File: config.mk
export PLATFORM = sky130hd
export DESIGN_NAME = touch_pad_midi_encoder_core
export DESIGN_NICKNAME = d
export VERILOG_FILES = /design/src/design/tpme_pkg.sv /design/src/design/touch_pad_midi_encoder_core.sv /design/src/design/tpme_engine.sv
export SDC_FILE = /design/constraint.sdc
export NUM_CORES = 1
export LEC_CHECK = 0
export BUFFER_PORTS_ARGS = -buffer_cell sky130_fd_sc_hd__buf_4
export CORE_MARGIN = 2
export CORE_UTILIZATION = 50
export DETAILED_ROUTE_END_ITERATION = 10
export HOLD_SLACK_MARGIN = 0.06
export PLACE_DENSITY = 0.68
export SLEW_MARGIN = 20
export SYNTH_ARGS = -nofsm -noshare
export SYNTH_HDL_FRONTEND = slang
export SYNTH_SLANG_ARGS = --single-unit
File: constraint.sdc
create_clock -name clk_i -period 4.9 [get_ports clk_i]
set_input_delay 0.735 -clock clk_i [delete_from_list [all_inputs] [get_ports clk_i]]
set_output_delay 0.735 -clock clk_i [all_outputs]
set_load 0.02 [all_outputs]
File: src/design/tpme_pkg.sv
// ----------------------------------------------------------------------------
// tpme_pkg
// Shared types, constants and lookup tables for the touch pad MIDI encoder.
// ----------------------------------------------------------------------------
package tpme_pkg;

  localparam int unsigned PadCount = 32;
  localparam int unsigned PadW     = 5;

  typedef enum logic [2:0] {
    ROLE_KEY,
    ROLE_PROG,
    ROLE_OCT,
    ROLE_VEL,
    ROLE_EFF
  } role_e;

  // MIDI status bytes
  localparam logic [7:0] STATUS_NONE = 8'h00;
  localparam logic [7:0] STATUS_NOTE = 8'h90;
  localparam logic [7:0] STATUS_PROG = 8'hC0;
  localparam logic [7:0] STATUS_CTRL = 8'hB0;

  // message lengths
  localparam logic [1:0] LEN_NONE = 2'd0;
  localparam logic [1:0] LEN_PROG = 2'd2;
  localparam logic [1:0] LEN_FULL = 2'd3;

  localparam logic [6:0] CTRL_ON     = 7'h7F;
  localparam logic [6:0] PROG_MAX    = 7'd127;
  localparam logic [2:0] VEL_IDX_MAX = 3'd4;
  localparam logic [2:0] VEL_IDX_RST = 3'd2;
  localparam logic [7:0] OCT_STEP    = 8'd12;

  // octave offset, two's complement
  localparam logic [1:0] OCT_ZERO = 2'b00;
  localparam logic [1:0] OCT_UP   = 2'b01;
  localparam logic [1:0] OCT_DOWN = 2'b11;

  localparam logic [6:0] DIR_DOWN = 7'd0;
  localparam logic [6:0] DIR_UP   = 7'd1;

  typedef struct packed {
    role_e      role;
    logic [6:0] arg;   // base note, direction or controller number
  } pad_entry_t;

  typedef struct packed {
    logic [1:0] message_length;
    logic [7:0] status_byte;
    logic [6:0] data_first;
    logic [6:0] data_second;
    logic       octave_down_led;
    logic       octave_up_led;
    logic       activity_pulse;
  } result_t;

  function automatic pad_entry_t pad_lookup(logic [PadW-1:0] pad);
    pad_entry_t e;
    case (pad)
      5'd0:    e = '{ROLE_KEY,  7'h54};
      5'd1:    e = '{ROLE_OCT,  DIR_DOWN};
      5'd2:    e = '{ROLE_EFF,  7'h01};
      5'd3:    e = '{ROLE_PROG, DIR_DOWN};
      5'd4:    e = '{ROLE_PROG, DIR_UP};
      5'd5:    e = '{ROLE_VEL,  DIR_DOWN};
      5'd6:    e = '{ROLE_VEL,  DIR_UP};
      5'd7:    e = '{ROLE_OCT,  DIR_UP};
      // pads 8..31 are keys 0x3c..0x53
      default: e = '{ROLE_KEY,  7'h34 + {2'b00, pad}};
    endcase
    return e;
  endfunction

  function automatic logic [6:0] vel_lookup(logic [2:0] idx);
    logic [6:0] v;
    case (idx)
      3'd0:    v = 7'd60;
      3'd1:    v = 7'd80;
      3'd2:    v = 7'd100;
      3'd3:    v = 7'd114;
      default: v = 7'd127;  // index 4 and anything above
    endcase
    return v;
  endfunction

endpackage

File: src/design/touch_pad_midi_encoder_core.sv
// ----------------------------------------------------------------------------
// touch_pad_midi_encoder_core
// Turns pad press/release events into MIDI messages plus LED/activity status.
// ----------------------------------------------------------------------------
// Usage:
//   Input channel carries one pad event per transfer (pad_index_i, pressed_i)
//   under in_valid_i / in_stall_o. Output channel carries one result per
//   event (message length, status byte, two data bytes, octave LEDs and an
//   activity pulse) under out_valid_o / out_stall_i. A transfer happens on a
//   rising edge with valid high and stall low.
//   Every event yields exactly one result, in order.
//   An input transfer reaches out_valid_o via the input register, then the
//   result register. Throughput: one event per cycle unless stalled; the
//   state update is a single pass of table lookup and small adds, so the
//   next event can sit in the input register while the previous one waits.
//   Reset (rst_ni low, async): both stages empty, held notes cleared to 0,
//   octave offset 0, velocity index 2, program 0.
//   When the receiver stalls, the result register holds; the input register
//   still fills once, then in_stall_o rises until the output drains.
// ----------------------------------------------------------------------------
module touch_pad_midi_encoder_core (
  input  logic                      clk_i,
  input  logic                      rst_ni,
  input  logic                      in_valid_i,
  output logic                      in_stall_o,
  input  logic [tpme_pkg::PadW-1:0] pad_index_i,
  input  logic                      pressed_i,
  output logic                      out_valid_o,
  input  logic                      out_stall_i,
  output logic [1:0]                message_length_o,
  output logic [7:0]                status_byte_o,
  output logic [6:0]                data_first_o,
  output logic [6:0]                data_second_o,
  output logic                      octave_down_led_o,
  output logic                      octave_up_led_o,
  output logic                      activity_pulse_o
);
  import tpme_pkg::*;

  // input stage
  logic            s1_valid_q, s1_valid_d;
  logic [PadW-1:0] s1_pad_q;
  logic            s1_pressed_q;

  // output stage
  logic    out_valid_q, out_valid_d;
  result_t result_q;
  result_t result;

  logic in_xfer;
  logic out_free;
  logic advance;

  // output register can load when empty or being drained this cycle
  assign out_free   = !out_valid_q || !out_stall_i;
  assign advance    = s1_valid_q && out_free;
  assign in_stall_o = s1_valid_q && !out_free;
  assign in_xfer    = in_valid_i && !in_stall_o;

  always_comb begin
    s1_valid_d = s1_valid_q;
    if (in_xfer) begin
      s1_valid_d = 1'b1;
    end else if (advance) begin
      s1_valid_d = 1'b0;
    end
  end

  always_comb begin
    out_valid_d = out_valid_q;
    if (advance) begin
      out_valid_d = 1'b1;
    end else if (!out_stall_i) begin
      out_valid_d = 1'b0;
    end
  end

  always_ff @(posedge clk_i or negedge rst_ni) begin
    if (!rst_ni) begin
      s1_valid_q <= 1'b0;
      out_valid_q <= 1'b0;
    end else begin
      s1_valid_q <= s1_valid_d;
      out_valid_q <= out_valid_d;
    end
  end

  always_ff @(posedge clk_i) begin
    if (in_xfer) begin
      s1_pad_q <= pad_index_i;
      s1_pressed_q <= pressed_i;
    end
    if (advance) begin
      result_q <= result;
    end
  end

  // state commits in the same cycle the result is captured
  tpme_engine u_engine (
    .clk_i       (clk_i),
    .rst_ni      (rst_ni),
    .update_i    (advance),
    .pad_index_i (s1_pad_q),
    .pressed_i   (s1_pressed_q),
    .result_o    (result)
  );

  assign out_valid_o       = out_valid_q;
  assign message_length_o  = result_q.message_length;
  assign status_byte_o     = result_q.status_byte;
  assign data_first_o      = result_q.data_first;
  assign data_second_o     = result_q.data_second;
  assign octave_down_led_o = result_q.octave_down_led;
  assign octave_up_led_o   = result_q.octave_up_led;
  assign activity_pulse_o  = result_q.activity_pulse;

endmodule

File: src/design/tpme_engine.sv
// ----------------------------------------------------------------------------
// tpme_engine
// Encoder state (held notes, octave, velocity, program) and the single-pass
// result logic for one pad event.
// ----------------------------------------------------------------------------
module tpme_engine (
  input  logic                     clk_i,
  input  logic                     rst_ni,
  input  logic                     update_i,
  input  logic [tpme_pkg::PadW-1:0] pad_index_i,
  input  logic                     pressed_i,
  output tpme_pkg::result_t        result_o
);
  import tpme_pkg::*;

  logic [6:0] held_note_q [PadCount];
  logic [1:0] octave_q, octave_d;
  logic [2:0] vel_idx_q, vel_idx_d;
  logic [6:0] prog_q, prog_d;
  logic       note_we;
  logic [6:0] note_val;

  pad_entry_t entry;
  logic [7:0] note_sum;

  always_comb begin
    entry = pad_lookup(pad_index_i);
    case (octave_q)
      OCT_UP:   note_sum = {1'b0, entry.arg} + OCT_STEP;
      OCT_DOWN: note_sum = {1'b0, entry.arg} - OCT_STEP;
      default:  note_sum = {1'b0, entry.arg};
    endcase
    note_val = note_sum[6:0];
  end

  always_comb begin
    octave_d = octave_q;
    vel_idx_d = vel_idx_q;
    prog_d = prog_q;
    note_we = 1'b0;
    result_o = '0;
    if (pressed_i) begin
      case (entry.role)
        ROLE_KEY: begin
          note_we = 1'b1;
          result_o.message_length = LEN_FULL;
          result_o.status_byte = STATUS_NOTE;
          result_o.data_first = note_val;
          result_o.data_second = vel_lookup(vel_idx_q);
          result_o.activity_pulse = 1'b1;
        end
        ROLE_PROG: begin
          if (entry.arg == DIR_UP) begin
            if (prog_q != PROG_MAX) prog_d = prog_q + 7'd1;
          end else begin
            if (prog_q != 7'd0) prog_d = prog_q - 7'd1;
          end
          result_o.message_length = LEN_PROG;
          result_o.status_byte = STATUS_PROG;
          result_o.data_first = prog_d;
          result_o.activity_pulse = 1'b1;
        end
        ROLE_OCT: begin
          if (octave_q == OCT_ZERO) begin
            octave_d = (entry.arg == DIR_UP) ? OCT_UP : OCT_DOWN;
          end else begin
            octave_d = OCT_ZERO;
          end
        end
        ROLE_VEL: begin
          if (entry.arg == DIR_UP) begin
            if (vel_idx_q < VEL_IDX_MAX) begin
              vel_idx_d = vel_idx_q + 3'd1;
              result_o.activity_pulse = 1'b1;
            end
          end else begin
            if (vel_idx_q != 3'd0) begin
              vel_idx_d = vel_idx_q - 3'd1;
              result_o.activity_pulse = 1'b1;
            end
          end
        end
        default: begin
          result_o.message_length = LEN_FULL;
          result_o.status_byte = STATUS_CTRL;
          result_o.data_first = entry.arg;
          result_o.data_second = CTRL_ON;
          result_o.activity_pulse = 1'b1;
        end
      endcase
    end else begin
      case (entry.role)
        ROLE_KEY: begin
          result_o.message_length = LEN_FULL;
          result_o.status_byte = STATUS_NOTE;
          result_o.data_first = held_note_q[pad_index_i];
          result_o.activity_pulse = 1'b1;
        end
        ROLE_EFF: begin
          result_o.message_length = LEN_FULL;
          result_o.status_byte = STATUS_CTRL;
          result_o.data_first = entry.arg;
          result_o.activity_pulse = 1'b1;
        end
        default: begin
        end
      endcase
    end
    // LEDs show the offset after this event
    result_o.octave_down_led = (octave_d == OCT_DOWN);
    result_o.octave_up_led = (octave_d == OCT_UP);
  end

  always_ff @(posedge clk_i or negedge rst_ni) begin
    if (!rst_ni) begin
      octave_q <= OCT_ZERO;
      vel_idx_q <= VEL_IDX_RST;
      prog_q <= 7'd0;
    end else if (update_i) begin
      octave_q <= octave_d;
      vel_idx_q <= vel_idx_d;
      prog_q <= prog_d;
    end
  end

  always_ff @(posedge clk_i or negedge rst_ni) begin
    if (!rst_ni) begin
      for (int i = 0; i < PadCount; i++) begin
        held_note_q[i] <= 7'd0;
      end
    end else if (update_i && note_we) begin
      held_note_q[pad_index_i] <= note_val;
    end
  end

endmodule

==> impl_metrics.tcl, run 1 <==
set metrics [dict create \
    dp.cells 1382 \
    r2r_setup_slack_ns 1.02 \
    max_freq_mhz 258 \
    async_flop_share_pct 89.8 \
    antenna_found_initial 1 \
    drc 0 \
    period_share_pct 79.2 \
    clock-sinks 265 \
    cts_tree "yes" \
    core_area_um2 25000 \
    tns_ns 0 \
    grt_pass1_vias 8479 \
    setup_viol 0 \
    track_usage_pct 24.1 \
    syn_avg_cell_area_um2 11.6 \
    crit_chain "inv_1 > ha_1 > or4b_1 > o21ai_0 > ha_1 > o21ai_0 > nand2b_1 > o31ai_2 > xor2_1 > a21o_1 > buf_4 > o21ai_0" \
    via_per_inst 5.87 \
    grt_pass1_wl_um 49300 \
    status "complete, no violations" \
    critPathLaunchType "register" \
    netlist.top_cell.by_area "dfrtp_1" \
    numCtsBuffers 29 \
    finalHoldViolCount 0 \
    boundaryPins 39 \
    synth_most_common_cell "dfrtp_1" \
    cp_num_cells 12 \
    die_area_um2 26500 \
    die_w_um 163 \
    p_leak_nw 6.27 \
    clock_latency_ns 0.55 \
    syn2layout_area_growth_pct 10.5 \
    layout-drive-gt1-share_pct 20.5 \
    fin_skew_ns 0.0215 \
    worstRegToRegCells 12 \
    io_buffers 34 \
    r2r_end "u_engine.held_note_q[215]" \
    worst-path-buf-inv 2 \
    postCtsResizedCells 0 \
    clkTransAtPathRegs_ns 0.06 \
    hp-class "input port to async pin" \
    synth_seq_area_share_pct 53.7 \
    slew_viol_final 0 \
    max-slew-margin-rel_pct 32.1 \
    power_w 0.00641 \
    drt_iter0_markers 671 \
    first_pass_iters 5 \
    cts_buffer_depth 3 \
    p_per_area_nw_per_um2 460 \
    routabilityCongestion 0.904 \
    cp_common_cell "o21ai_0" \
    critical_path.top_delay_family "compound AO/OA/AOI/OAI gates" \
    grt-ovfl-total 0 \
    synth_top_area_share_pct 47.1 \
    critPathSlowestCell "ha_1" \
    vias 8417 \
    row_count 58 \
    critPathCaptureType "register" \
    crit_required_ns 5.30 \
    worstPathArrival_ns 4.29 \
    start_util_pct 50.5 \
    period_minus_slack_ns 3.88 \
    hold_buffers 0 \
    synth_area_um2 12600 \
    synth-main-ff-cell "dfrtp_1" \
    worstMarginPinSlew_ns 1.01 \
    worstSetupPathType "register to register" \
    hold_ws_ns 0.256 \
    ys_warn_count 0 \
    fin_cells 1433 \
    yosys-top-cells-count "dfrtp_1, nand2_1, o21ai_0, mux2_2, mux4_2" \
    synth_cells 1085 \
    synthTopCellsByArea "dfrtp_1, mux4_2, edfxtp_1" \
    synth_seq_cells 265 \
    slowest_delay_ns 0.57 \
    rsz0062_at_grt "no" \
    cts_setup_buffers 0 \
    synth-edff-count 27 \
    hpwl_um 19800 \
    peakVddDrop_v 0.000319 \
    max_cap_violations 0 \
    final_nets 1110 \
    htreeDepth 1 \
    wl_um 30200 \
    postRouteAntennaNets 0 \
    wl_per_cell_um 21.1 \
    r2r_start "s1_pad_q[3]" \
    synth_cell_types 81 \
    grt_max_degree 125 \
    fp.dieH_um 163 \
    root_buffer "clkbuf_16" \
    cp_max_fo 15 \
]
[stage by stage]
step	instance area, um2	utilization (%)	setup WS [ns]
detailed placement	13000	52.1	1.06
CTS	13900	55.7	1.04
global placement	13000	52.1	1.13
global route	13900	55.7	0.719
floorplan	12600	-	1.17
finish	13900	55.8	1.02
[state kept, by name, summed over array words and instances (netlist names)]
| signal | count |
|---|---|
| octave_down_led_o | 1 |
| octave_up_led_o | 1 |
| activity_pulse_o | 1 |
| u_engine.prog_q | 7 |
| message_length_o | 1 |
| data_first_o | 7 |
| s1_pad_q | 5 |
| out_valid_o | 1 |
| u_engine.held_note_q | 224 |
| u_engine.vel_idx_q | 3 |
| u_engine.octave_q | 2 |
| s1_pressed_q | 1 |
| status_byte_o | 3 |
| s1_valid_q | 1 |
| data_second_o | 7 |
[final cells by class]
cell class	count	area (um2)
Fill cell	2120	11000
Sequential cell	265	6770
Multi-Input combinational cell	717	5350
Clock buffer	43	860
Tap cell	330	413
Timing Repair Buffer	49	400
Inverter	21	78.8
Clock inverter	7	46.3
Antenna cell	1	2.50
[power by group]
| part | switching (W) | total (W) | leakage, nW | internal, W |
|---|---|---|---|---|
| logic | 0.000906 | 0.00150 | 2.37 | 0.000589 |
| registers | 0.000224 | 0.00284 | 3.46 | 0.00261 |
| clock network | 0.000867 | 0.00207 | 0.450 | 0.00121 |
| total | 0.00200 | 0.00641 | 6.27 | 0.00441 |
[kinds of logic after synthesis]
logic type	after synthesis	synth area share [%]
AND/OR/NAND/NOR	347	13.7
XOR/XNOR	10	0.695
AO/OA/AOI/OAI	221	10.7
flip-flops	265	53.7
other	1	0.0298
adder cells (fa/ha/maj)	17	1.75
multiplexers	118	15.4
buffers and inverters	106	4.02
[placed cells by master, fill, tap and decap left out, drive strengths merged, types with 4 or more instances in the layout]
cell / netlist / layout
nor2: 29 / 29
mux2i: 6 / 6
edfxtp: 27 / 27
and3: 7 / 7
o211ai: 5 / 5
buf: 32 / 49
a21oi: 23 / 23
o311ai: 4 / 4
nand2b: 38 / 38
nand2: 176 / 176
nor2b: 18 / 18
o22ai: 9 / 9
dfrtp: 237 / 237
clkinv: 0 / 6
xor2: 4 / 4
o21ai: 132 / 132
nand4: 4 / 4
conb: 1 / 4
and2: 22 / 22
nand3: 16 / 16
xnor2: 6 / 6
inv: 21 / 22
o221ai: 6 / 6
nor3: 17 / 17
o21a: 5 / 5
mux2: 57 / 57
mux4: 55 / 55
o31ai: 5 / 5
or3: 4 / 4
clkbuf: 53 / 43
ha: 16 / 16
[routing by layer]
metal | vias up | wire (um) | GRT usage (%) | part of all wire, %
met5 | - | 0 | 0 | 0
met4 | 0 | 1050 | 8.05 | 3.5
met3 | 68 | 1870 | 4.00 | 6.2
met2 | 295 | 14200 | 38.1 | 47
met1 | 4203 | 13100 | 34.4 | 43
li1 | 3851 | - | - | -
[how the worst max path moves through the flow]
| stage | from | end | slack, ns |
|---|---|---|---|
| 3_5_place_dp | s1_pad_q[3] | data_first_o[6] | 1.06 |
| 3_3_place_gp | s1_pad_q[3] | data_first_o[6] | 1.13 |
| 2_1_floorplan | s1_pad_q[3] | data_first_o[6] | 1.17 |
| 6_report | s1_pad_q[3] | u_engine.held_note_q[215] | 1.02 |
| 5_1_grt | s1_pad_q[3] | data_first_o[6] | 0.72 |
| 4_1_cts | s1_pad_q[3] | data_first_o[6] | 1.04 |
[worst reg2reg max path, cell delays in order, from the launching register on]
cell and delay (ns):
edfxtp_1 0.38, inv_1 0.36, ha_1 0.57, or4b_1 0.54
o21ai_0 0.18, ha_1 0.33, o21ai_0 0.09, nand2b_1 0.09
o31ai_2 0.07, xor2_1 0.22, a21o_1 0.49, buf_4 0.29
o21ai_0 0.12
(Power assumes the default switching activity.)
==> run 2: changes to the inputs <==
--- a/config.mk
+++ b/config.mk
@@ -5,12 +5,13 @@
 export SDC_FILE = /design/constraint.sdc
 export NUM_CORES = 1
 export LEC_CHECK = 0
+export ABC_AREA = 1
 export BUFFER_PORTS_ARGS = -buffer_cell sky130_fd_sc_hd__buf_4
 export CORE_MARGIN = 2
 export CORE_UTILIZATION = 50
 export DETAILED_ROUTE_END_ITERATION = 10
 export HOLD_SLACK_MARGIN = 0.06
-export PLACE_DENSITY = 0.68
+export PLACE_DENSITY = 0.71
 export SLEW_MARGIN = 20
 export SYNTH_ARGS = -nofsm -noshare
 export SYNTH_HDL_FRONTEND = slang
==> constraint.sdc (replaced) <==
create_clock -name clk_i -period 3.25 [get_ports clk_i]
set_input_delay 0.4875 -clock clk_i [delete_from_list [all_inputs] [get_ports clk_i]]
set_output_delay 0.4875 -clock clk_i [all_outputs]
set_load 0.02 [all_outputs]
==> run 2 against run 1 <==
Net effect:
- core utilization up 0.66 points
- die area down 2.9%
- area after synthesis down 3.0%
- sequential cell count unchanged
- clock power up 49%
- cell area down 2.0%
- combinational power up 27%
- setup slack worse by 0.74 ns
- maximum frequency up 31%
- critical endpoint is now u_engine.held_note_q[111]
- count of clock-buffer cells in the layout up 2
- non-clock buffer count up 8
==> impl_metrics.tcl, run 2 <==
set metrics [dict create \
    cp_max_fo 32 \
    critPathLaunchType "register" \
    yosys-top-cells-count "nand2_1, dfrtp_1, inv_1, o21ai_0, nor2_1" \
    max_cap_violations 0 \
    max_freq_mhz 337 \
    numCtsBuffers 28 \
    crit_chain "inv_1 > ha_1 > nand2_1 > inv_1 > nand2_1 > nand2_1 > fa_1 > nand2_1 > nand2_1 > a21oi_1 > nand2b_1 > nand4_1 > nand2_1 > buf_6 > o21ai_0" \
    hpwl_um 19600 \
    synthTopCellsByArea "dfrtp_1, nand2_1, edfxtp_1" \
    slew_viol_final 0 \
    switching_share_pct 31.5 \
    syn2layout_area_growth_pct 11.6 \
    wl_um 31200 \
    pwr-share-seq_pct 44.9 \
    setup_viol 0 \
    status "complete, no violations" \
    ys_warn_count 0 \
    worst-path-buf-inv 3 \
    boundaryPins 39 \
    finalHoldViolCount 0 \
    antenna_found_initial 0 \
    clkTransAtPathRegs_ns 0.06 \
    power_w 0.00904 \
    p_int_w 0.00619 \
    max-slew-margin-rel_pct 52.8 \
    synth_area_um2 12200 \
    drt_iter0_markers 954 \
    final_nets 1491 \
    syn_avg_cell_area_um2 8.35 \
    synth-main-ff-cell "dfrtp_1" \
    fin_skew_ns 0.00811 \
    row_count 57 \
    track_usage_pct 24.8 \
    layout-drive-gt1-share_pct 7.96 \
    via_per_inst 5.48 \
    synth_seq_area_share_pct 55.4 \
    grt_pass1_vias 9277 \
    wl_per_cell_um 17.3 \
    critPathCaptureType "register" \
    synth_top_area_share_pct 48.5 \
    tns_ns 0 \
    r2r_setup_slack_ns 0.28 \
    clock_latency_ns 0.55 \
    slowest_delay_ns 0.48 \
    worstSetupPathType "register to register" \
    start_util_pct 50.6 \
    critical_path.top_delay_family "simple AND/OR/NAND/NOR gates" \
    critPathSlowestCell "fa_1" \
    worstPathArrival_ns 3.38 \
    largest_register_ffs 224 \
    hp-class "input port to register" \
    cp-startpoint "s1_pad_q[2]" \
    die_w_um 160 \
    synth-edff-count 27 \
    top_register "u_engine.held_note_q" \
    combPwrFrac_pct 21.0 \
    synth_seq_cells 265 \
    cts_tree "yes" \
    routabilityCongestion 0.861 \
    root_buffer "clkbuf_16" \
    period_minus_slack_ns 2.97 \
    drc 0 \
    register_area_um2 6770 \
    htreeDepth 1 \
    netlist.top_cell.by_area "dfrtp_1" \
    pre_cts_ws_ns 0.272 \
    p_leak_nw 6.92 \
    hp-start "pressed_i" \
    postRouteAntennaNets 0 \
    cts_buffer_depth 3 \
    synth_cells 1464 \
    r2r_start "s1_pad_q[2]" \
    p_per_area_nw_per_um2 663 \
    crit_required_ns 3.66 \
    power.switching_w 0.00285 \
    core_area_um2 24200 \
    diodes 0 \
    synth_most_common_cell "nand2_1" \
    multi_input_area_um2 4580 \
    vias 9901 \
    mostFrequentLayoutCell "nand2_1" \
    die_area_um2 25700 \
    worst_slack_ns 0.281 \
    period_share_pct 91.4 \
    clock-sinks 265 \
    synth_cell_types 35 \
    worstMarginPinSlew_ns 0.705 \
    io_buffers 34 \
    clkPwrFrac_pct 34.1 \
    fp.dieH_um 160 \
    grt_pass1_wl_um 50700 \
    first_pass_iters 8 \
    cp_common_cell "nand2_1" \
    grt-ovfl-total 0 \
    cts_setup_buffers 0 \
    final_cell_mix "nand2_1, dfrtp_1, inv_1" \
    fillers 2204 \
    grt_max_degree 78 \
    async_flop_share_pct 89.8 \
    peakVddDrop_v 0.000447 \
]
## run 2: cells by family (layout without fill, tap and decap cells)
| family | Yosys count | count (layout) | synth area share (%) |
|---|---|---|---|
| simple gates | 625 | 625 | 20.6 |
| compound gates | 329 | 329 | 14.4 |
| flops | 265 | 265 | 55.4 |
| buf+inv | 220 | 235 | 7.35 |
| fa+ha+maj | 17 | 17 | 1.80 |
| xor+xnor | 7 | 7 | 0.501 |
| other cells | 1 | 4 | 0.0307 |
## run 2: layer usage
metal	track usage [%]	vias up	part of all wire [%]
li1	-	4755	-
met1	35.9	4707	44
met2	39.1	387	46
met3	3.69	52	7.8
met4	7.37	0	2.5
met5	0	-	0
## run 2: worst register-to-register path, stage by stage (launching register included)
cell and delay [ns]:
edfxtp_1 0.46, inv_1 0.15, ha_1 0.24, nand2_1 0.09, inv_1 0.08, nand2_1 0.16
nand2_1 0.16, fa_1 0.48, nand2_1 0.08, nand2_1 0.04, a21oi_1 0.15, nand2b_1 0.14
nand4_1 0.10, nand2_1 0.12, buf_6 0.24, o21ai_0 0.14
## run 2: power by group through the flow
stage	Clock, W	Combinational, W	Sequential (W)
after global routing	0.00326	0.00213	0.00410
after detailed placement	0	0.00187	0.00410
after global placement	0	0.00185	0.00409
final	0.00309	0.00190	0.00406
after CTS	0.00314	0.00188	0.00405
after floorplan	0	0.00126	0.00406
## run 2: final cells by class
type                    count  share of cell area (%)
clock inverters             3                   0.211
inverters                 130                    3.58
well taps                 324                    2.97
clock buffers              45                    6.34
repair buffers             57                    3.70
flip-flops and latches    265                    49.6
multi-input cells         982                    33.6
## run 2: path summary, 6_finish.rpt
kind / to / cells past startpoint
setup / recovery: u_engine.held_note_q[111] / 15
hold / removal: s1_pressed_q / 1
setup reg to reg: u_engine.held_note_q[111] / 15
hold reg to reg: u_engine.held_note_q[70] / 2
max in group asynchronous: u_engine.held_note_q[54] / 3
min in group asynchronous: u_engine.held_note_q[14] / 2
## run 2: what timing repair did
item                                   CTS  global route
setup endpoints to repair                0            97
endpoints found under the hold margin   74             0
hold buffers                             1             0
gates resized for setup                  0             2
## run 2: per-stage QoR
step	area [um2]	util, %	hold WS [ns]	cells
after floorplan	12200	-	0.192	1467
after global placement	12700	52.7	0.433	1757
after detailed placement	12700	52.7	0.437	1757
after CTS	13600	56.4	0.105	1806
after global routing	13600	56.4	0.112	1806
final	13600	56.4	0.112	1806
==> run 3: changes to the inputs <==
--- a/config.mk
+++ b/config.mk
@@ -7,11 +7,13 @@
 export LEC_CHECK = 0
 export ABC_AREA = 1
 export BUFFER_PORTS_ARGS = -buffer_cell sky130_fd_sc_hd__buf_4
+export CELL_PAD_IN_SITES_DETAIL_PLACEMENT = 1
+export CELL_PAD_IN_SITES_GLOBAL_PLACEMENT = 2
 export CORE_MARGIN = 2
-export CORE_UTILIZATION = 50
+export CORE_UTILIZATION = 35
 export DETAILED_ROUTE_END_ITERATION = 10
 export HOLD_SLACK_MARGIN = 0.06
-export PLACE_DENSITY = 0.71
+export PLACE_DENSITY = 0.78
 export SLEW_MARGIN = 20
 export SYNTH_ARGS = -nofsm -noshare
 export SYNTH_HDL_FRONTEND = slang
==> run 3 against run 2 <==
Net effect:
- sequential power about the same
- cell area up 2.8%
- non-clock buffer count up 8
- global-route usage down 4.5 points
- via count down 0.23%
- setup slack better by 0.020 ns
- sequential share of layout area down 1.4 points
- critical path depth up 1
- sequential cell count unchanged
- maximum frequency up 0.69%
- critical path type unchanged
- routed wire length up 17%
- first-iteration DRC count down 47%
==> impl_metrics.tcl, run 3 (same netlist as run 2, synthesis figures left out) <==
set metrics [dict create \
    cts_tree "yes" \
    grt_max_degree 89 \
    status "complete, no violations" \
    finalHoldViolCount 0 \
    cp_max_fo 32 \
    min_to "s1_pad_q[0]" \
    wl_um 36400 \
    fin_cells 1951 \
    clock-sinks 265 \
    grt_use_met1_pct 28.6 \
    max_freq_mhz 339 \
    cts_buffer_depth 3 \
    wl_per_cell_um 18.6 \
    final_cell_mix "nand2_1, dfrtp_1, inv_1" \
    worstRegToRegCells 16 \
    r2r_setup_slack_ns 0.30 \
    critical_path.top_delay_family "simple AND/OR/NAND/NOR gates" \
    p_leak_nw 7.03 \
    hold-path-cell-count 1 \
    die_w_um 191 \
    critPathCaptureType "register" \
    numCtsBuffers 31 \
    hpwl_um 24000 \
    drc 0 \
    period_minus_slack_ns 2.95 \
    grt_pass1_wl_um 58100 \
    worst-path-buf-inv 3 \
    boundaryPins 39 \
    worstPathArrival_ns 3.41 \
    syn2layout_area_growth_pct 14.7 \
    rsz0062_at_grt "no" \
    largest_register_ffs 224 \
    worstMarginPinSlew_ns 0.717 \
    max_cap_violations 0 \
    cts_setup_buffers 0 \
    peakVddDrop_v 0.000374 \
    final_nets 1502 \
    routabilityCongestion 0.810 \
    slew_viol_final 0 \
    period_share_pct 90.7 \
    clock_latency_ns 0.56 \
    r2r_start "s1_pad_q[2]" \
    layout-drive-gt1-share_pct 8.62 \
    grt_pass1_vias 10200 \
    vias 9878 \
    cp_common_cell "nand2_1" \
    top_register "u_engine.held_note_q" \
    critPathSlowestCell "fa_1" \
    drt_iter0_markers 502 \
    crit_chain "inv_1 > ha_1 > nand2_1 > inv_1 > nand2_1 > nand2_1 > fa_1 > nand2_1 > nand2_1 > a21oi_1 > nand2b_1 > nand3_1 > nand2_1 > nand2_1 > buf_12 > o21ai_0" \
    use_met2_pct 33.6 \
    track_usage_pct 20.3 \
    fin_skew_ns 0.0154 \
    fp.dieH_um 191 \
    root_buffer "clkbuf_16" \
    core_area_um2 34500 \
    row_count 68 \
    setup_viol 0 \
    worstSetupPathType "register to register" \
    first_pass_iters 4 \
    critPathLaunchType "register" \
    via_per_inst 5.06 \
    r2r_end "u_engine.held_note_q[216]" \
    io_buffers 34 \
    start_util_pct 35.5 \
    slowest_delay_ns 0.49 \
    htreeDepth 1 \
    antenna_found_initial 0 \
    dp.cells 1896 \
    gr-max-usage-layer "met2" \
    grt-ovfl-total 0 \
    clkTransAtPathRegs_ns 0.06 \
    grt_use_met3_pct 2.66 \
    p_per_area_nw_per_um2 686 \
    postRouteAntennaNets 0 \
    max-slew-margin-rel_pct 51.8 \
    crit_required_ns 3.71 \
    tns_ns 0 \
    die_area_um2 36400 \
    hp-class "input port to register" \
    mostFrequentLayoutCell "nand2_1" \
    diodes 0 \
    hp-start "pad_index_i[0]" \
]
==> run 3: metrics by stage <==
step / setup WS [ns] / utilization, % / hold WS, ns / total power [W] / instance area, um2
2_1_floorplan: 0.240 / - / 0.192 / 0.00532 / 12200
3_3_place_gp: 0.379 / 37.7 / 0.433 / 0.00609 / 13000
3_5_place_dp: 0.250 / 37.7 / 0.438 / 0.00614 / 13000
4_1_cts: 0.233 / 40.7 / 0.0747 / 0.00972 / 14000
5_1_grt: 0.00365 / 40.7 / 0.0787 / 0.0101 / 14000
6_report: 0.301 / 40.7 / 0.105 / 0.00961 / 14000
==> run 3: final cells by class <==
cell class	instances	area, um2
well taps	455	569
inverters	130	488
clock inverters	6	109
repair buffers	65	586
flip-flops and latches	265	6770
multi-input cells	982	4580
clock buffers	48	921
fillers	4100	20400
==> run 3: per-layer routing <==
layer,up-vias,part of all wire [%]
met1,4913,48
li1,4774,-
met3,39,3.6
met4,0,1.8
met2,152,46
met5,-,0
==> run 3: repair_timing <==
item                                   4_1_cts  5_1_grt
setup endpoints to repair                    0       33
resized for setup                            0        1
hold buffers                                 1        0
endpoints found under the hold margin       83        0
==> run 3: worst max-delay path by stage <==
| stage | start | endpoint | cells after the start | slack, ns |
|---|---|---|---|---|
| detailed placement | s1_pad_q[2] | u_engine.held_note_q[83] | 15 | 0.25 |
| floorplan | out_stall_i | u_engine.held_note_q[103] | 11 | 0.24 |
| finish | s1_pad_q[2] | u_engine.held_note_q[216] | 16 | 0.30 |
| global placement | s1_pad_q[2] | u_engine.held_note_q[216] | 14 | 0.38 |
| global route | s1_pad_q[2] | u_engine.held_note_q[90] | 16 | 0.004 |
| CTS | s1_pad_q[2] | u_engine.held_note_q[83] | 15 | 0.23 |
==> run 3: power breakdown <==
part | internal [W] | switching [W] | total (W)
sequential | 0.00377 | 0.000282 | 0.00405
clock | 0.00216 | 0.00137 | 0.00353
combinational | 0.000670 | 0.00136 | 0.00203
